===== src/sv/jsu_pkg.sv =====
// Shared constants, types and helpers for the JSON string unescape block.
package jsu_pkg;

	// Result status codes carried on the master tuser
	localparam logic [2:0] ST_DATA       = 3'd0;
	localparam logic [2:0] ST_CLOSED     = 3'd1;
	localparam logic [2:0] ST_UNTERM_STR = 3'd2;
	localparam logic [2:0] ST_UNTERM_ESC = 3'd3;
	localparam logic [2:0] ST_TRUNC_UNI  = 3'd4;
	localparam logic [2:0] ST_BAD_HEX    = 3'd5;
	localparam logic [2:0] ST_UNK_ESC    = 3'd6;

	// Characters with a meaning inside a string body
	localparam logic [7:0] CH_QUOTE  = 8'h22;
	localparam logic [7:0] CH_BSLASH = 8'h5C;
	localparam logic [7:0] CH_SLASH  = 8'h2F;
	localparam logic [7:0] CH_B      = 8'h62;
	localparam logic [7:0] CH_F      = 8'h66;
	localparam logic [7:0] CH_N      = 8'h6E;
	localparam logic [7:0] CH_R      = 8'h72;
	localparam logic [7:0] CH_T      = 8'h74;
	localparam logic [7:0] CH_U      = 8'h75;

	// Control bytes produced by the single-letter escapes
	localparam logic [7:0] CTL_BS = 8'h08;
	localparam logic [7:0] CTL_FF = 8'h0C;
	localparam logic [7:0] CTL_LF = 8'h0A;
	localparam logic [7:0] CTL_CR = 8'h0D;
	localparam logic [7:0] CTL_HT = 8'h09;

	// UTF-8 range limits and lead/continuation marks
	localparam logic [15:0] UTF_MAX1  = 16'h007F;
	localparam logic [15:0] UTF_MAX2  = 16'h07FF;
	localparam logic [7:0]  UTF_LEAD2 = 8'hC0;
	localparam logic [7:0]  UTF_LEAD3 = 8'hE0;
	localparam logic [7:0]  UTF_CONT  = 8'h80;
	localparam logic [7:0]  UTF_MASK6 = 8'h3F;

	// Hex digit lookup result
	typedef struct packed {
		logic       ok;
		logic [3:0] value;
	} hex_digit_t;

	// Decode one ASCII hex digit of either case
	function automatic hex_digit_t hex_decode(input logic [7:0] b);
		hex_digit_t r;
		r.ok    = 1'b1;
		r.value = 4'd0;
		if (b >= 8'h30 && b <= 8'h39) begin
			r.value = b[3:0];
		end else if ((b >= 8'h61 && b <= 8'h66) || (b >= 8'h41 && b <= 8'h46)) begin
			r.value = b[3:0] + 4'd9;
		end else begin
			r.ok = 1'b0;
		end
		return r;
	endfunction

endpackage


===== src/sv/json_string_unescape.sv =====
// Streaming unescape of a JSON string body into raw bytes and UTF-8.
//
// Channel | Dir | tdata          | tuser           | tlast
// s_*     | in  | text_byte[7:0] | end_of_text     | -
// m_*     | out | out_byte[7:0]  | status[2:0]     | last_of_run
//
// One input item per cycle while m_tready keeps the result group draining. Decode is
// one combinational pass from the port into a three-entry result group register; the
// final digit of a \u escape fills up to three entries, so the next item waits while
// the group drains one result per cycle, and longer while m_tready is low.
// arst_n clears decode mode, hex count and accumulator and empties the result group.
// A stalled m_tready holds the group; s_tready rises as its last entry leaves.
module json_string_unescape (
	input  logic       clk,
	input  logic       arst_n,
	input  logic       s_tvalid,
	output logic       s_tready,
	input  logic [7:0] s_tdata,   // [7:0] text_byte
	input  logic       s_tuser,   // [0] end_of_text
	output logic       m_tvalid,
	input  logic       m_tready,
	output logic [7:0] m_tdata,   // [7:0] out_byte
	output logic [2:0] m_tuser,   // [2:0] status
	output logic       m_tlast
);

	typedef enum logic [1:0] {
		MODE_PLAIN = 2'd0,
		MODE_ESC   = 2'd1,
		MODE_HEX   = 2'd2
	} mode_t;

	mode_t       mode_q;
	logic [1:0]  hex_cnt_q;
	logic [15:0] acc_q;

	logic [1:0]  grp_cnt_s1;
	logic [1:0]  grp_idx_s1;
	logic [7:0]  grp_b0_s1, grp_b1_s1, grp_b2_s1;
	logic [2:0]  grp_status_s1;

	mode_t       nxt_mode;
	logic [1:0]  nxt_hex_cnt;
	logic [15:0] nxt_acc;
	logic [1:0]  res_cnt;
	logic [7:0]  res_b0, res_b1, res_b2;
	logic [2:0]  res_status;

	jsu_pkg::hex_digit_t hd;
	logic [15:0] code;
	logic        load;
	logic        take;

	assign hd   = jsu_pkg::hex_decode(s_tdata);
	assign code = {acc_q[11:0], hd.value};

	// Decode one item against the current mode
	always_comb begin
		nxt_mode    = mode_q;
		nxt_hex_cnt = hex_cnt_q;
		nxt_acc     = acc_q;
		res_cnt     = 2'd0;
		res_b0      = 8'h00;
		res_b1      = 8'h00;
		res_b2      = 8'h00;
		res_status  = jsu_pkg::ST_DATA;
		if (s_tuser) begin
			nxt_mode    = MODE_PLAIN;
			nxt_hex_cnt = 2'd0;
			nxt_acc     = 16'h0000;
			res_cnt     = 2'd1;
			unique case (mode_q)
				MODE_ESC: res_status = jsu_pkg::ST_UNTERM_ESC;
				MODE_HEX: res_status = jsu_pkg::ST_TRUNC_UNI;
				default:  res_status = jsu_pkg::ST_UNTERM_STR;
			endcase
		end else begin
			unique case (mode_q)
				MODE_ESC: begin
					nxt_mode = MODE_PLAIN;
					res_cnt  = 2'd1;
					unique case (s_tdata) inside
						jsu_pkg::CH_QUOTE, jsu_pkg::CH_BSLASH, jsu_pkg::CH_SLASH:
							res_b0 = s_tdata;
						jsu_pkg::CH_B: res_b0 = jsu_pkg::CTL_BS;
						jsu_pkg::CH_F: res_b0 = jsu_pkg::CTL_FF;
						jsu_pkg::CH_N: res_b0 = jsu_pkg::CTL_LF;
						jsu_pkg::CH_R: res_b0 = jsu_pkg::CTL_CR;
						jsu_pkg::CH_T: res_b0 = jsu_pkg::CTL_HT;
						jsu_pkg::CH_U: begin
							nxt_mode    = MODE_HEX;
							nxt_hex_cnt = 2'd0;
							nxt_acc     = 16'h0000;
							res_cnt     = 2'd0;
						end
						default: begin
							nxt_hex_cnt = 2'd0;
							nxt_acc     = 16'h0000;
							res_status  = jsu_pkg::ST_UNK_ESC;
						end
					endcase
				end
				MODE_HEX: begin
					if (!hd.ok) begin
						nxt_mode    = MODE_PLAIN;
						nxt_hex_cnt = 2'd0;
						nxt_acc     = 16'h0000;
						res_cnt     = 2'd1;
						res_status  = jsu_pkg::ST_BAD_HEX;
					end else if (hex_cnt_q != 2'd3) begin
						nxt_acc     = code;
						nxt_hex_cnt = hex_cnt_q + 2'd1;
					end else begin
						// fourth digit: emit the code as UTF-8
						nxt_mode    = MODE_PLAIN;
						nxt_hex_cnt = 2'd0;
						nxt_acc     = 16'h0000;
						if (code <= jsu_pkg::UTF_MAX1) begin
							res_cnt = 2'd1;
							res_b0  = code[7:0];
						end else if (code <= jsu_pkg::UTF_MAX2) begin
							res_cnt = 2'd2;
							res_b0  = jsu_pkg::UTF_LEAD2 | {3'b000, code[10:6]};
							res_b1  = jsu_pkg::UTF_CONT | ({2'b00, code[5:0]} & jsu_pkg::UTF_MASK6);
						end else begin
							res_cnt = 2'd3;
							res_b0  = jsu_pkg::UTF_LEAD3 | {4'b0000, code[15:12]};
							res_b1  = jsu_pkg::UTF_CONT | ({2'b00, code[11:6]} & jsu_pkg::UTF_MASK6);
							res_b2  = jsu_pkg::UTF_CONT | ({2'b00, code[5:0]} & jsu_pkg::UTF_MASK6);
						end
					end
				end
				default: begin
					nxt_mode = MODE_PLAIN;
					if (s_tdata == jsu_pkg::CH_QUOTE) begin
						nxt_hex_cnt = 2'd0;
						nxt_acc     = 16'h0000;
						res_cnt     = 2'd1;
						res_status  = jsu_pkg::ST_CLOSED;
					end else if (s_tdata == jsu_pkg::CH_BSLASH) begin
						nxt_mode    = MODE_ESC;
						nxt_hex_cnt = 2'd0;
						nxt_acc     = 16'h0000;
					end else begin
						res_cnt = 2'd1;
						res_b0  = s_tdata;
					end
				end
			endcase
		end
	end

	// Output side of the result group
	assign m_tvalid = (grp_cnt_s1 != 2'd0);
	assign m_tlast  = (grp_idx_s1 == (grp_cnt_s1 - 2'd1));
	assign m_tuser  = grp_status_s1;

	always_comb begin
		case (grp_idx_s1)
			2'd1:    m_tdata = grp_b1_s1;
			2'd2:    m_tdata = grp_b2_s1;
			default: m_tdata = grp_b0_s1;
		endcase
	end

	// Accept while the group is empty or its last entry leaves now
	assign s_tready = (grp_cnt_s1 == 2'd0) || (m_tready && m_tlast);
	assign load     = s_tvalid && s_tready;
	assign take     = m_tvalid && m_tready;

	// Decode state
	always_ff @(posedge clk or negedge arst_n) begin
		if (!arst_n) begin
			mode_q    <= MODE_PLAIN;
			hex_cnt_q <= 2'd0;
			acc_q     <= 16'h0000;
		end else if (load) begin
			mode_q    <= nxt_mode;
			hex_cnt_q <= nxt_hex_cnt;
			acc_q     <= nxt_acc;
		end
	end

	// Result group control
	always_ff @(posedge clk or negedge arst_n) begin
		if (!arst_n) begin
			grp_cnt_s1 <= 2'd0;
			grp_idx_s1 <= 2'd0;
		end else if (load) begin
			grp_cnt_s1 <= res_cnt;
			grp_idx_s1 <= 2'd0;
		end else if (take) begin
			if (m_tlast) begin
				grp_cnt_s1 <= 2'd0;
				grp_idx_s1 <= 2'd0;
			end else begin
				grp_idx_s1 <= grp_idx_s1 + 2'd1;
			end
		end
	end

	// Result group payload
	always_ff @(posedge clk) begin
		if (load) begin
			grp_b0_s1     <= res_b0;
			grp_b1_s1     <= res_b1;
			grp_b2_s1     <= res_b2;
			grp_status_s1 <= res_status;
		end
	end

	// Non-data statuses always come alone
	assert property (@(posedge clk) disable iff (!arst_n)
		m_tvalid && (m_tuser != jsu_pkg::ST_DATA) |-> m_tlast && (grp_idx_s1 == 2'd0))
		else $error("status result not alone in its group");

	// Later entries of a group are UTF-8 continuation bytes
	assert property (@(posedge clk) disable iff (!arst_n)
		m_tvalid && (grp_idx_s1 != 2'd0) |-> (m_tdata[7:6] == 2'b10))
		else $error("non-continuation byte after lead");

	// Hex digits are only counted inside a \u escape
	assert property (@(posedge clk) disable iff (!arst_n)
		(hex_cnt_q != 2'd0) |-> (mode_q == MODE_HEX))
		else $error("hex count outside hex mode");

	// A pending group is never overwritten before its last entry is taken
	assert property (@(posedge clk) disable iff (!arst_n)
		load && m_tvalid |-> m_tready && m_tlast)
		else $error("result group overwritten");

endmodule


===== config.mk =====
export PLATFORM = sky130hd
export DESIGN_NAME = json_string_unescape
export DESIGN_NICKNAME = d
export VERILOG_FILES = /design/src/sv/jsu_pkg.sv /design/src/sv/json_string_unescape.sv
export SDC_FILE = /design/constraint.sdc
export NUM_CORES = 1
export LEC_CHECK = 0
export BUFFER_PORTS_ARGS = -buffer_cell sky130_fd_sc_hd__buf_2
export CORE_ASPECT_RATIO = 1.4
export CORE_MARGIN = 3
export CORE_UTILIZATION = 31
export DETAILED_ROUTE_END_ITERATION = 10
export PLACE_DENSITY = 0.51
export SLEW_MARGIN = 10
export SYNTH_ARGS = -nofsm -noshare
export SYNTH_HDL_FRONTEND = slang
export SYNTH_SLANG_ARGS = --single-unit

===== constraint.sdc =====
create_clock -name clk -period 2.5 [get_ports clk]
set_input_delay 0.375 -clock clk [delete_from_list [all_inputs] [get_ports clk]]
set_output_delay 0.375 -clock clk [all_outputs]
set_load 0.01 [all_outputs]

# Word level (Yosys, flattened, before mapping)
# Cells that the tools add are included.
[op_classes]
n_addsub = 4
n_lt_le_gt_ge = 8
eq_ne = 17
mux = 57
bitwise = 2
reduce_logical = 21
[ops]
columns = ["op", "n"]
rows = [
  ["$mux W12", 6],
  ["$eq A8 B7 Y1 const B", 7],
  ["$mux W8", 6],
  ["$pmux W8 S6", 1],
  ["$mux W2", 20],
  ["$pmux W8 S2", 2],
  ["$pmux W12 S2", 1],
  ["$eq A8 B6 Y1 const B", 2],
  ["$ge A8 B7 Y1 const B", 2],
  ["$le A16 B11 Y1 const B", 1],
  ["$le A16 B7 Y1 const B", 1],
  ["$le A8 B7 Y1 const B", 2],
  ["$mux W6", 2],
  ["$pmux W2 S2", 3],
  ["$pmux W3 S2", 2],
  ["$mux W1", 9],
  ["$mux W3", 3],
  ["$reduce_or A9 Y1", 1],
  ["$ge A8 B6 Y1 const B", 1],
  ["$le A8 B6 Y1 const B", 1],
  ["$mux W4", 2],
  ["$reduce_or A8 Y1", 1],
  ["$logic_and A1 B1 Y1", 6],
  ["$reduce_bool A2 Y1", 3],
  ["other kinds (18)", 24],
]
[word_totals]
regBits = 47
out_inout_bits = 14
elab_cells = 119

# Longest topological paths before layout
# Gate-level depths: netlist of the first run.
[depth]
ltp_word = 13
mapped_depth = 10
ltp_nobuf = 9

# Least setup slack after synthesis of the first run
# OpenSTA, ideal clock, no wires.
[synth_timing]
kind = "register to register"
start = "reg grp_cnt_s1[0]"
end = "reg acc_q[1]"
arrival_ns = 2.551
t_required_ns = 2.379
slack_ns = -0.172
path_stages_with_launch = 10
period_less_slack_ns = 2.672
cell_sequence = "dfrtp_1 inv_1 ha_1 xor2_1 a31oi_1 nor2b_1 clkbuf_1 o21ai_2 buf_6 a22o_1"
[synth_between]
elab_chain_cells = 6
elab_cells_between_ends = 7
cone_classes = "1 x add/sub; 1 x eq/ne; 5 x reduce/logical"
[synth_rtl]
columns = ["item", "line", "source"]
rows = [
  ["from (decl)", "json_string_unescape.sv:37", "logic [1:0] grp_cnt_s1;"],
  ["from (signal assigned)", "json_string_unescape.sv:190", "grp_cnt_s1 <= res_cnt;"],
  ["$sub A2 B1 Y2", "json_string_unescape.sv:155", "assign m_tlast = (grp_idx_s1 == (grp_cnt_s1 - 2'd1));"],
  ["$eq A2 B2 Y1", "json_string_unescape.sv:155", ""],
  ["$logic_and A1 B1 Y1", "json_string_unescape.sv:167", "assign s_tready = (grp_cnt_s1 == 2'd0) || (m_tready && m_tlast);"],
  ["$logic_or A1 B1 Y1 *", "json_string_unescape.sv:167", ""],
  ["$logic_and A1 B1 Y1 *", "json_string_unescape.sv:168", "assign load = s_tvalid && s_tready;"],
  ["via load", "json_string_unescape.sv:51", "logic load;"],
  ["$reduce_and A3 Y1 (no source line) *", "-", ""],
  ["to (signal assigned)", "json_string_unescape.sv:180", "acc_q <= nxt_acc;"],
  ["to (decl)", "json_string_unescape.sv:35", "logic [15:0] acc_q;"],
]
# Mark *: on every way through the listed nets, which the timed path passes. The rest lies on a longest branch.
# A chain may end at the register's enable or synchronous reset.

# Final worst setup path of the first run
[layout_timing]
start = "in s_tdata[0]"
end = "reg hex_cnt_q[0]"
[layout_between]
elab_chain_cells = 8
elab_cells_between_ends = 28
cone_classes = "6 x order compare; 9 x eq/ne; 6 x mux; 7 x reduce/logical"
[layout_rtl]
columns = ["item", "line", "source"]
rows = [
  ["from (decl)", "json_string_unescape.sv:18", "input logic [7:0] s_tdata,"],
  ["$ge A8 B7 Y1 / $le A8 B7 Y1 (equally long branches)", "jsu_pkg.sv:52", "end else if ((b >= 8'h61 && b <= 8'h66) || (b >= 8'h41 && b <= 8'h46)) begin"],
  ["$logic_and A1 B1 Y1", "jsu_pkg.sv:52", ""],
  ["$logic_or A1 B1 Y1", "jsu_pkg.sv:52", ""],
  ["$mux W1", "jsu_pkg.sv:52", ""],
  ["$mux W1", "jsu_pkg.sv:50", "if (b >= 8'h30 && b <= 8'h39) begin"],
  ["$mux W2", "json_string_unescape.sv:104", "if (!hd.ok) begin"],
  ["$pmux W2 S2", "json_string_unescape.sv:78", "unique case (mode_q)"],
  ["$mux W2", "json_string_unescape.sv:67", "if (s_tuser) begin"],
  ["to (signal assigned)", "json_string_unescape.sv:179", "hex_cnt_q <= nxt_hex_cnt;"],
  ["to (decl)", "json_string_unescape.sv:34", "logic [1:0] hex_cnt_q;"],
]
# Several ways; a longest one is shown, not always the timed one.

==> impl_metrics.yaml, run 1 <==
layout:
  final_common_cell: "nand2_1"
  fillers: 919
  regArea_um2: 1250
  multi_input_area_um2: 1400
  design_area_um2: 3260
  diodes: 0
  syn_to_final_growth_pct: 16.5
  drive_gt1_share_pct: 22.9
  fin_nets: 337
  final_cell_mix: "nand2_1 (29), buf_2 (26), edfxtp_1 (25)"
  fin_util_pct: 37.5
  instances_no_fill: 419
power:
  power_mw: 2.34
  powerDensity_nw_per_um2: 717
  p_leak_nw: 1.30
  ir_worst_vdd_mv: 0.424
hold_path:
  hp-class: "input pin to async pin"
routing:
  vias: 2235
  drt-total-wl_um: 6850
  routedWlPerCell_um: 16.3
  firstDrtPassIters: 4
  drt_iter0_drc: 177
  drc: 0
  routed_via_density: 5.33
  ant_nets: 0
global_route:
  antenna_found_initial: 0
  grt_max_degree: 21
  grt_pass1_vias: 2230
  grt_first_pass_wirelength_um: 11400
  overflow: 0
  grt.total_usage_pct: 14.0
setup_path:
  crit_fanout: 13
  path_delay_family: "simple AND/OR/NAND/NOR gates"
  critPathRequiredTime_ps: 2660
  crit_chain: "buf_2 -> inv_1 -> ha_1 -> or2b_1 -> nor4_2 -> or4_1 -> and4_4 -> o21ai_2 -> buf_4 -> mux2_2"
  start_kind: "input pin"
  path_buf_inv: 3
  crit_type: "input pin to flip-flop"
  end_kind: "flip-flop"
  slowest_stage: "nor4_2"
  arrival_ps: 2360
  crit_path_max_incr_delay_ps: 320
synthesis:
  muxShareOfSynthArea_pct: 1.92
  ys_ff_latch: 45
  syn_nets: 302
  synth-edff-count: 25
  syn_area_um2: 2800
  synth_cell_types: 60
  yosysWarnings: 0
  post_synth_fa_ha_maj_area_fraction_pct: 4.91
  postSynthAreaPerCell_um2: 10.1
  synth_xor_xnor_area_share_pct: 0.938
  synth_compound_area_share_pct: 21.8
  yosysSeqAreaShare_pct: 44.7
  ys.flop_type: "edfxtp_1"
  async_flop_share_pct: 44.4
  syn_inst: 278
  synth_top_family_by_area: "compound AO/OA/AOI/OAI gates"
  synth-simple-area-share_pct: 20.1
cts:
  cts_resized: 0
  cts_hold_buf: 0
  cts_tree: "done"
  cts_setup_buffers: 0
  cts_sinks: 45
  ctsHtreeMaxLevel: 2
  cts-root-buf: "clkbuf_16"
  numCtsBuffers: 5
  cts.clk_slew.worst_paths_ps: 60
  worstSkewPairLatency_ps: 280
  clockBufferDepth: 2
run:
  cap_violations: 0
floorplan:
  rows: 40
  dieArea_um2: 10200
  die_h_um: 118
  io_pins: 27
  core_um2: 8710
  dieWidth_um: 86.3
  initial_core_util_pct: 32.2
placement:
  dp_cells: 411
  dp_hpwl_um: 5450
  gp_congestion: 0.877
  port_buffers: 26
  placed_cell_area_um2: 3100
sta:
  fmax_mhz: 455
  tns_ps: 0
  rsz0062_at_grt: "no"
  hold_viol_final: 0
  setup_viol: 0
  finalCriticalPeriod_ps: 2200
  clock-skew-final_ps: 7.67
  max_slew_margin_pct: 66.5
  period_share_pct: 87.9
  worstMarginPinSlew_ps: 503
  drv_slew: 0
outcome:
  status: "completed"
power breakdown:
part | total (mW) | switching (mW) | internal (mW)
Sequential | 0.971 | 0.0470 | 0.924
Clock | 0.727 | 0.258 | 0.470
Combinational | 0.643 | 0.398 | 0.244
registers in the layout, indices dropped and copies added (netlist names):
| name | flops |
|---|---|
| grp_cnt_s1 | 2 |
| m_tuser | 3 |
| mode_q | 2 |
| grp_b0_s1 | 8 |
| hex_cnt_q | 2 |
| grp_b1_s1 | 7 |
| grp_b2_s1 | 7 |
| grp_idx_s1 | 2 |
| acc_q | 12 |
synth_stat cells (all sizes together), types with 3 or more instances:
master,instances,area share (%)
o21ai,22,4.1
o2bb2ai,5,1.6
nor2,23,3.1
nor3,4,0.71
a32oi,4,1.3
a211oi,8,3.0
clkbuf,4,0.54
nor4,5,2.4
a22o,10,3.2
and2,5,1.1
mux2,3,1.2
inv,17,2.3
dfrtp,20,18
a22oi,9,2.4
edfxtp,25,27
nand3,5,0.89
a21oi,11,2.1
ha,11,4.9
o22ai,3,0.67
nor2b,3,0.67
or3,4,0.89
nand2,29,3.9
buf,11,2.8
or3b,4,1.3
layer usage:
| metal | track usage (%) | routed length, µm |
|---|---|---|
| met4 | 5.95 | 174 |
| met5 | 0 | 0 |
| met3 | 1.60 | 191 |
| met2 | 23.9 | 3580 |
| met1 | 17.5 | 2900 |
per-stage QoR:
step,setup slack [ps],hold WS (ps)
6_report,304,61.5
5_1_grt,145,92.6
3_5_place_dp,17.4,371
2_1_floorplan,128,79.4
3_3_place_gp,95.7,375
4_1_cts,306,71.1
path summary, 6_finish.rpt:
check,to,slack (ps),startpoint,cells after the start
max,hex_cnt_q[0]$_DFFE_PN0P_,300,s_tdata[0],10
min,hex_cnt_q[0]$_DFFE_PN0P_,60,arst_n,1
max reg2reg,hex_cnt_q[0]$_DFFE_PN0P_,380,grp_cnt_s1[0]$_DFFE_PN0P_,8
min reg2reg,grp_cnt_s1[1]$_DFFE_PN0P_,510,grp_cnt_s1[1]$_DFFE_PN0P_,1
max in group asynchronous,acc_q[4]$_DFFE_PN0P_,2100,arst_n,1
min in group clk,grp_idx_s1[0]$_DFFE_PN0P_,310,s_tvalid,2
final cells by class:
type	count	area share [%]
inverter	17	1.96
multi-input combinational	201	42.8
timing repair buffer	43	7.90
clock inverter	2	1.07
tap	105	4.03
clock buffer	6	3.95
sequential	45	38.3
kinds of logic after synthesis:
logic type	count (synthesis)
multiplexers	5
AO/OA/AOI/OAI	84
adder cells (fa/ha/maj)	11
XOR/XNOR	3
buffers and inverters	32
AND/OR/NAND/NOR	98
flip-flops	45
Power figures use the tool's default switching activity.
==> inputs of run 2 (changes only) <==
--- a/config.mk
+++ b/config.mk
@@ -5,12 +5,16 @@
 export SDC_FILE = /design/constraint.sdc
 export NUM_CORES = 1
 export LEC_CHECK = 0
+export ABC_AREA = 1
 export BUFFER_PORTS_ARGS = -buffer_cell sky130_fd_sc_hd__buf_2
+export CELL_PAD_IN_SITES_DETAIL_PLACEMENT = 0
+export CELL_PAD_IN_SITES_GLOBAL_PLACEMENT = 1
 export CORE_ASPECT_RATIO = 1.4
 export CORE_MARGIN = 3
 export CORE_UTILIZATION = 31
 export DETAILED_ROUTE_END_ITERATION = 10
-export PLACE_DENSITY = 0.51
+export GPL_TIMING_DRIVEN = 0
+export PLACE_DENSITY = 0.64
 export SLEW_MARGIN = 10
 export SYNTH_ARGS = -nofsm -noshare
 export SYNTH_HDL_FRONTEND = slang
==> run 2 against run 1 <==
Effect of this change:
- critical path depth is 3 lower
- synthesized cell count is 53% higher
- core utilization is 0.60 points lower
- critical path type is now flip-flop to primary output
==> impl_metrics.yaml, run 2 <==
cts:
  cts-root-buf: "clkbuf_16"
  ctsHtreeMaxLevel: 2
  cts_tree: "done"
  worstSkewPairLatency_ps: 290
  cts_hold_buf: 0
  clockBufferDepth: 2
  cts.clk_slew.worst_paths_ps: 60
  numCtsBuffers: 5
  cts_sinks: 45
global_route:
  grt_max_degree: 35
  grt.total_usage_pct: 15.8
  antenna_found_initial: 0
  grt_pass1_vias: 2700
  overflow: 0
  grt_first_pass_wirelength_um: 14000
sta:
  finalCriticalPeriod_ps: 2350
  clock-skew-final_ps: 10.4
  worstMarginPinSlew_ps: 675
  whs_ps: 57.2
  period_share_pct: 94.0
  rsz0062_at_grt: "no"
  max_slew_margin_pct: 55.0
  drv_slew: 0
  setup_viol: 0
  fmax_mhz: 426
  hold_viol_final: 0
synthesis:
  postSynthAreaPerCell_um2: 7.28
  synth-simple-area-share_pct: 36.8
  async_flop_share_pct: 44.4
  ys_ff_latch: 45
  synth_xor_xnor_area_share_pct: 0.849
  synth-edff-count: 25
  yosys.area.top_type: "edfxtp_1"
  muxShareOfSynthArea_pct: 0
  post_synth_fa_ha_maj_area_fraction_pct: 4.45
  yosys-top-cells-count: "nand2_1 (122), nor2_1 (57), nand3_1 (41)"
  synth_cell_types: 33
  syn_area_um2: 3090
  ys.flop_type: "edfxtp_1"
  syn_nets: 449
  synth_top_family_by_area: "simple AND/OR/NAND/NOR gates"
  synth_compound_area_share_pct: 9.79
  yosysMostFrequentCell: "nand2_1"
  synth.top_cell.area_share_pct: 24.3
  synthTopCellsByArea: "edfxtp_1 (24%), dfrtp_1 (16%), nand2_1 (15%), nor2_1 (6.9%), nand3_1 (6.6%)"
  yosysWarnings: 0
  syn_inst: 425
  yosysSeqAreaShare_pct: 40.4
power:
  p_leak_nw: 1.71
  seq_power_share_pct: 36.2
  power_mw: 2.85
  combinationalPowerShare_pct: 39.5
  internal-power_mw: 1.77
  ir_worst_vdd_mv: 0.271
  switchingPower_mw: 1.08
  clockPowerShare_pct: 24.4
  powerDensity_nw_per_um2: 804
  swShare_pct: 37.9
floorplan:
  dieArea_um2: 11200
  initial_core_util_pct: 32.2
  rows: 42
  io_pins: 27
  dieWidth_um: 90.4
  die_h_um: 124
  core_um2: 9620
setup_path:
  crit_fanout: 9
  critPathRequiredTime_ps: 2120
  ff2ff_setup_slack_ps: 180
  start_kind: "flip-flop"
  arrival_ps: 1970
  crit_chain: "inv_1 -> ha_1 -> clkbuf_1 -> inv_1 -> nor2_1 -> a21oi_1 -> buf_2"
  slowest_stage: "dfrtp_1"
  end_kind: "primary output"
  crit_path_max_incr_delay_ps: 390
  cpMostUsedCell: "inv_1"
  crit_type: "flip-flop to primary output"
layout:
  final_cell_mix: "nand2_1 (122), nor2_1 (57), nand3_1 (41)"
  fin_nets: 481
  syn_to_final_growth_pct: 14.6
  largest_register: "acc_q"
  reg_top3: "acc_q x12, grp_b0_s1 x8"
  final_common_cell: "nand2_1"
  drive_gt1_share_pct: 13.5
  fillers: 1052
  diodes: 0
  largest_register_ffs: 12
placement:
  port_buffers: 25
  dp_hpwl_um: 6820
  gp_congestion: 0.838
routing:
  drc: 0
  drt_iter0_drc: 152
  firstDrtPassIters: 6
  drt-total-wl_um: 8580
  vias: 2886
  routedWlPerCell_um: 14.5
  ant_nets: 0
  routed_via_density: 4.89
hold_path:
  hp-class: "input pin to async pin"
outcome:
  status: "completed"
run:
  cap_violations: 0
run 2: cell types whose count changed in the layout (fill, tap and decap cells not counted), moves of 6 or more:
cell,delta
nand2_1,+93
nand3_1,+36
nor2_1,+34
inv_1,+20
a21oi_1,+17
buf_4,-15
nand4_1,+15
a22o_1,-8
a22oi_1,-8
inv_2,+8
clkbuf_1,+6
run 2: cell type report:
class                   instances  area, µm²  share of cell area [%]
repair buffers                 25        125                    3.53
clock buffers                   7        154                    4.34
plain buffers                  14       71.3                    2.01
well taps                     132        165                    4.66
multi-input cells             321       1610                    45.3
inverters                      45        169                    4.76
clock inverters                 1       5.00                   0.141
flip-flops and latches         45       1250                    35.3
run 2: what timing repair did:
| action | in CTS | in global routing |
|---|---|---|
| resized for setup | 1 | 0 |
| setup buffers | 0 | 0 |
| setup endpoints to repair | 30 | 0 |
run 2: path summary, 6_finish.rpt:
check / startpoint / end / depth (start not counted)
max: grp_idx_s1[0]$_DFFE_PN0P_ / m_tdata[5] / 7
min: arst_n / acc_q[11]$_DFFE_PN0P_ / 1
max reg2reg: grp_cnt_s1[0]$_DFFE_PN0P_ / grp_b2_s1[4]$_SDFFCE_PP0P_ / 8
min reg2reg: grp_cnt_s1[1]$_DFFE_PN0P_ / grp_cnt_s1[1]$_DFFE_PN0P_ / 2
max in group asynchronous: arst_n / grp_cnt_s1[1]$_DFFE_PN0P_ / 1
min in group clk: s_tvalid / grp_cnt_s1[1]$_DFFE_PN0P_ / 3
run 2: stage by stage:
step	setup slack [ps]	instance area [µm²]	TNS (ps)	cells	utilization, %
final	150	3550	0	590	36.9
after global routing	10.8	3550	0	590	36.9
after CTS	88.3	3550	0	590	36.9
after detailed placement	-62.3	3380	-1490	582	35.2
after global placement	-36.7	3380	-836	582	35.2
after floorplan	377	3090	0	425	-
run 2: per-layer routing:
metal	global-route usage, %	part of all wire, %	vias to the layer above
li1	-	-	1462
met1	19.2	44	1333
met2	27.3	49	76
met3	1.94	3.8	15
met4	7.66	3.3	0
met5	0	0	-
run 2: worst max-delay path, delay by kind of cell, from the launching register on:
kind | cells | cell delay [ps]
AO/OA/AOI/OAI | 1 | 60
flip-flops | 1 | 390
AND/OR/NAND/NOR | 1 | 210
adder cells (fa/ha/maj) | 1 | 270
buffers and inverters | 4 | 760
run 2: power by group through the flow:
stage	logic, mW	registers [mW]	clock network (mW)
after floorplan	0.746	1.04	0
after global placement	1.14	1.05	0
after detailed placement	1.14	1.05	0
after CTS	1.15	1.03	0.722
after global routing	1.27	1.05	0.755
final	1.13	1.03	0.694
run 2: cell families (layout without fill, tap and decap cells):
| kind of cell | after synthesis | after routing |
|---|---|---|
| XOR/XNOR | 3 | 3 |
| flip-flops | 45 | 45 |
| buffers and inverters | 59 | 92 |
| AO/OA/AOI/OAI | 53 | 53 |
| AND/OR/NAND/NOR | 254 | 254 |
| adder cells (fa/ha/maj) | 11 | 11 |
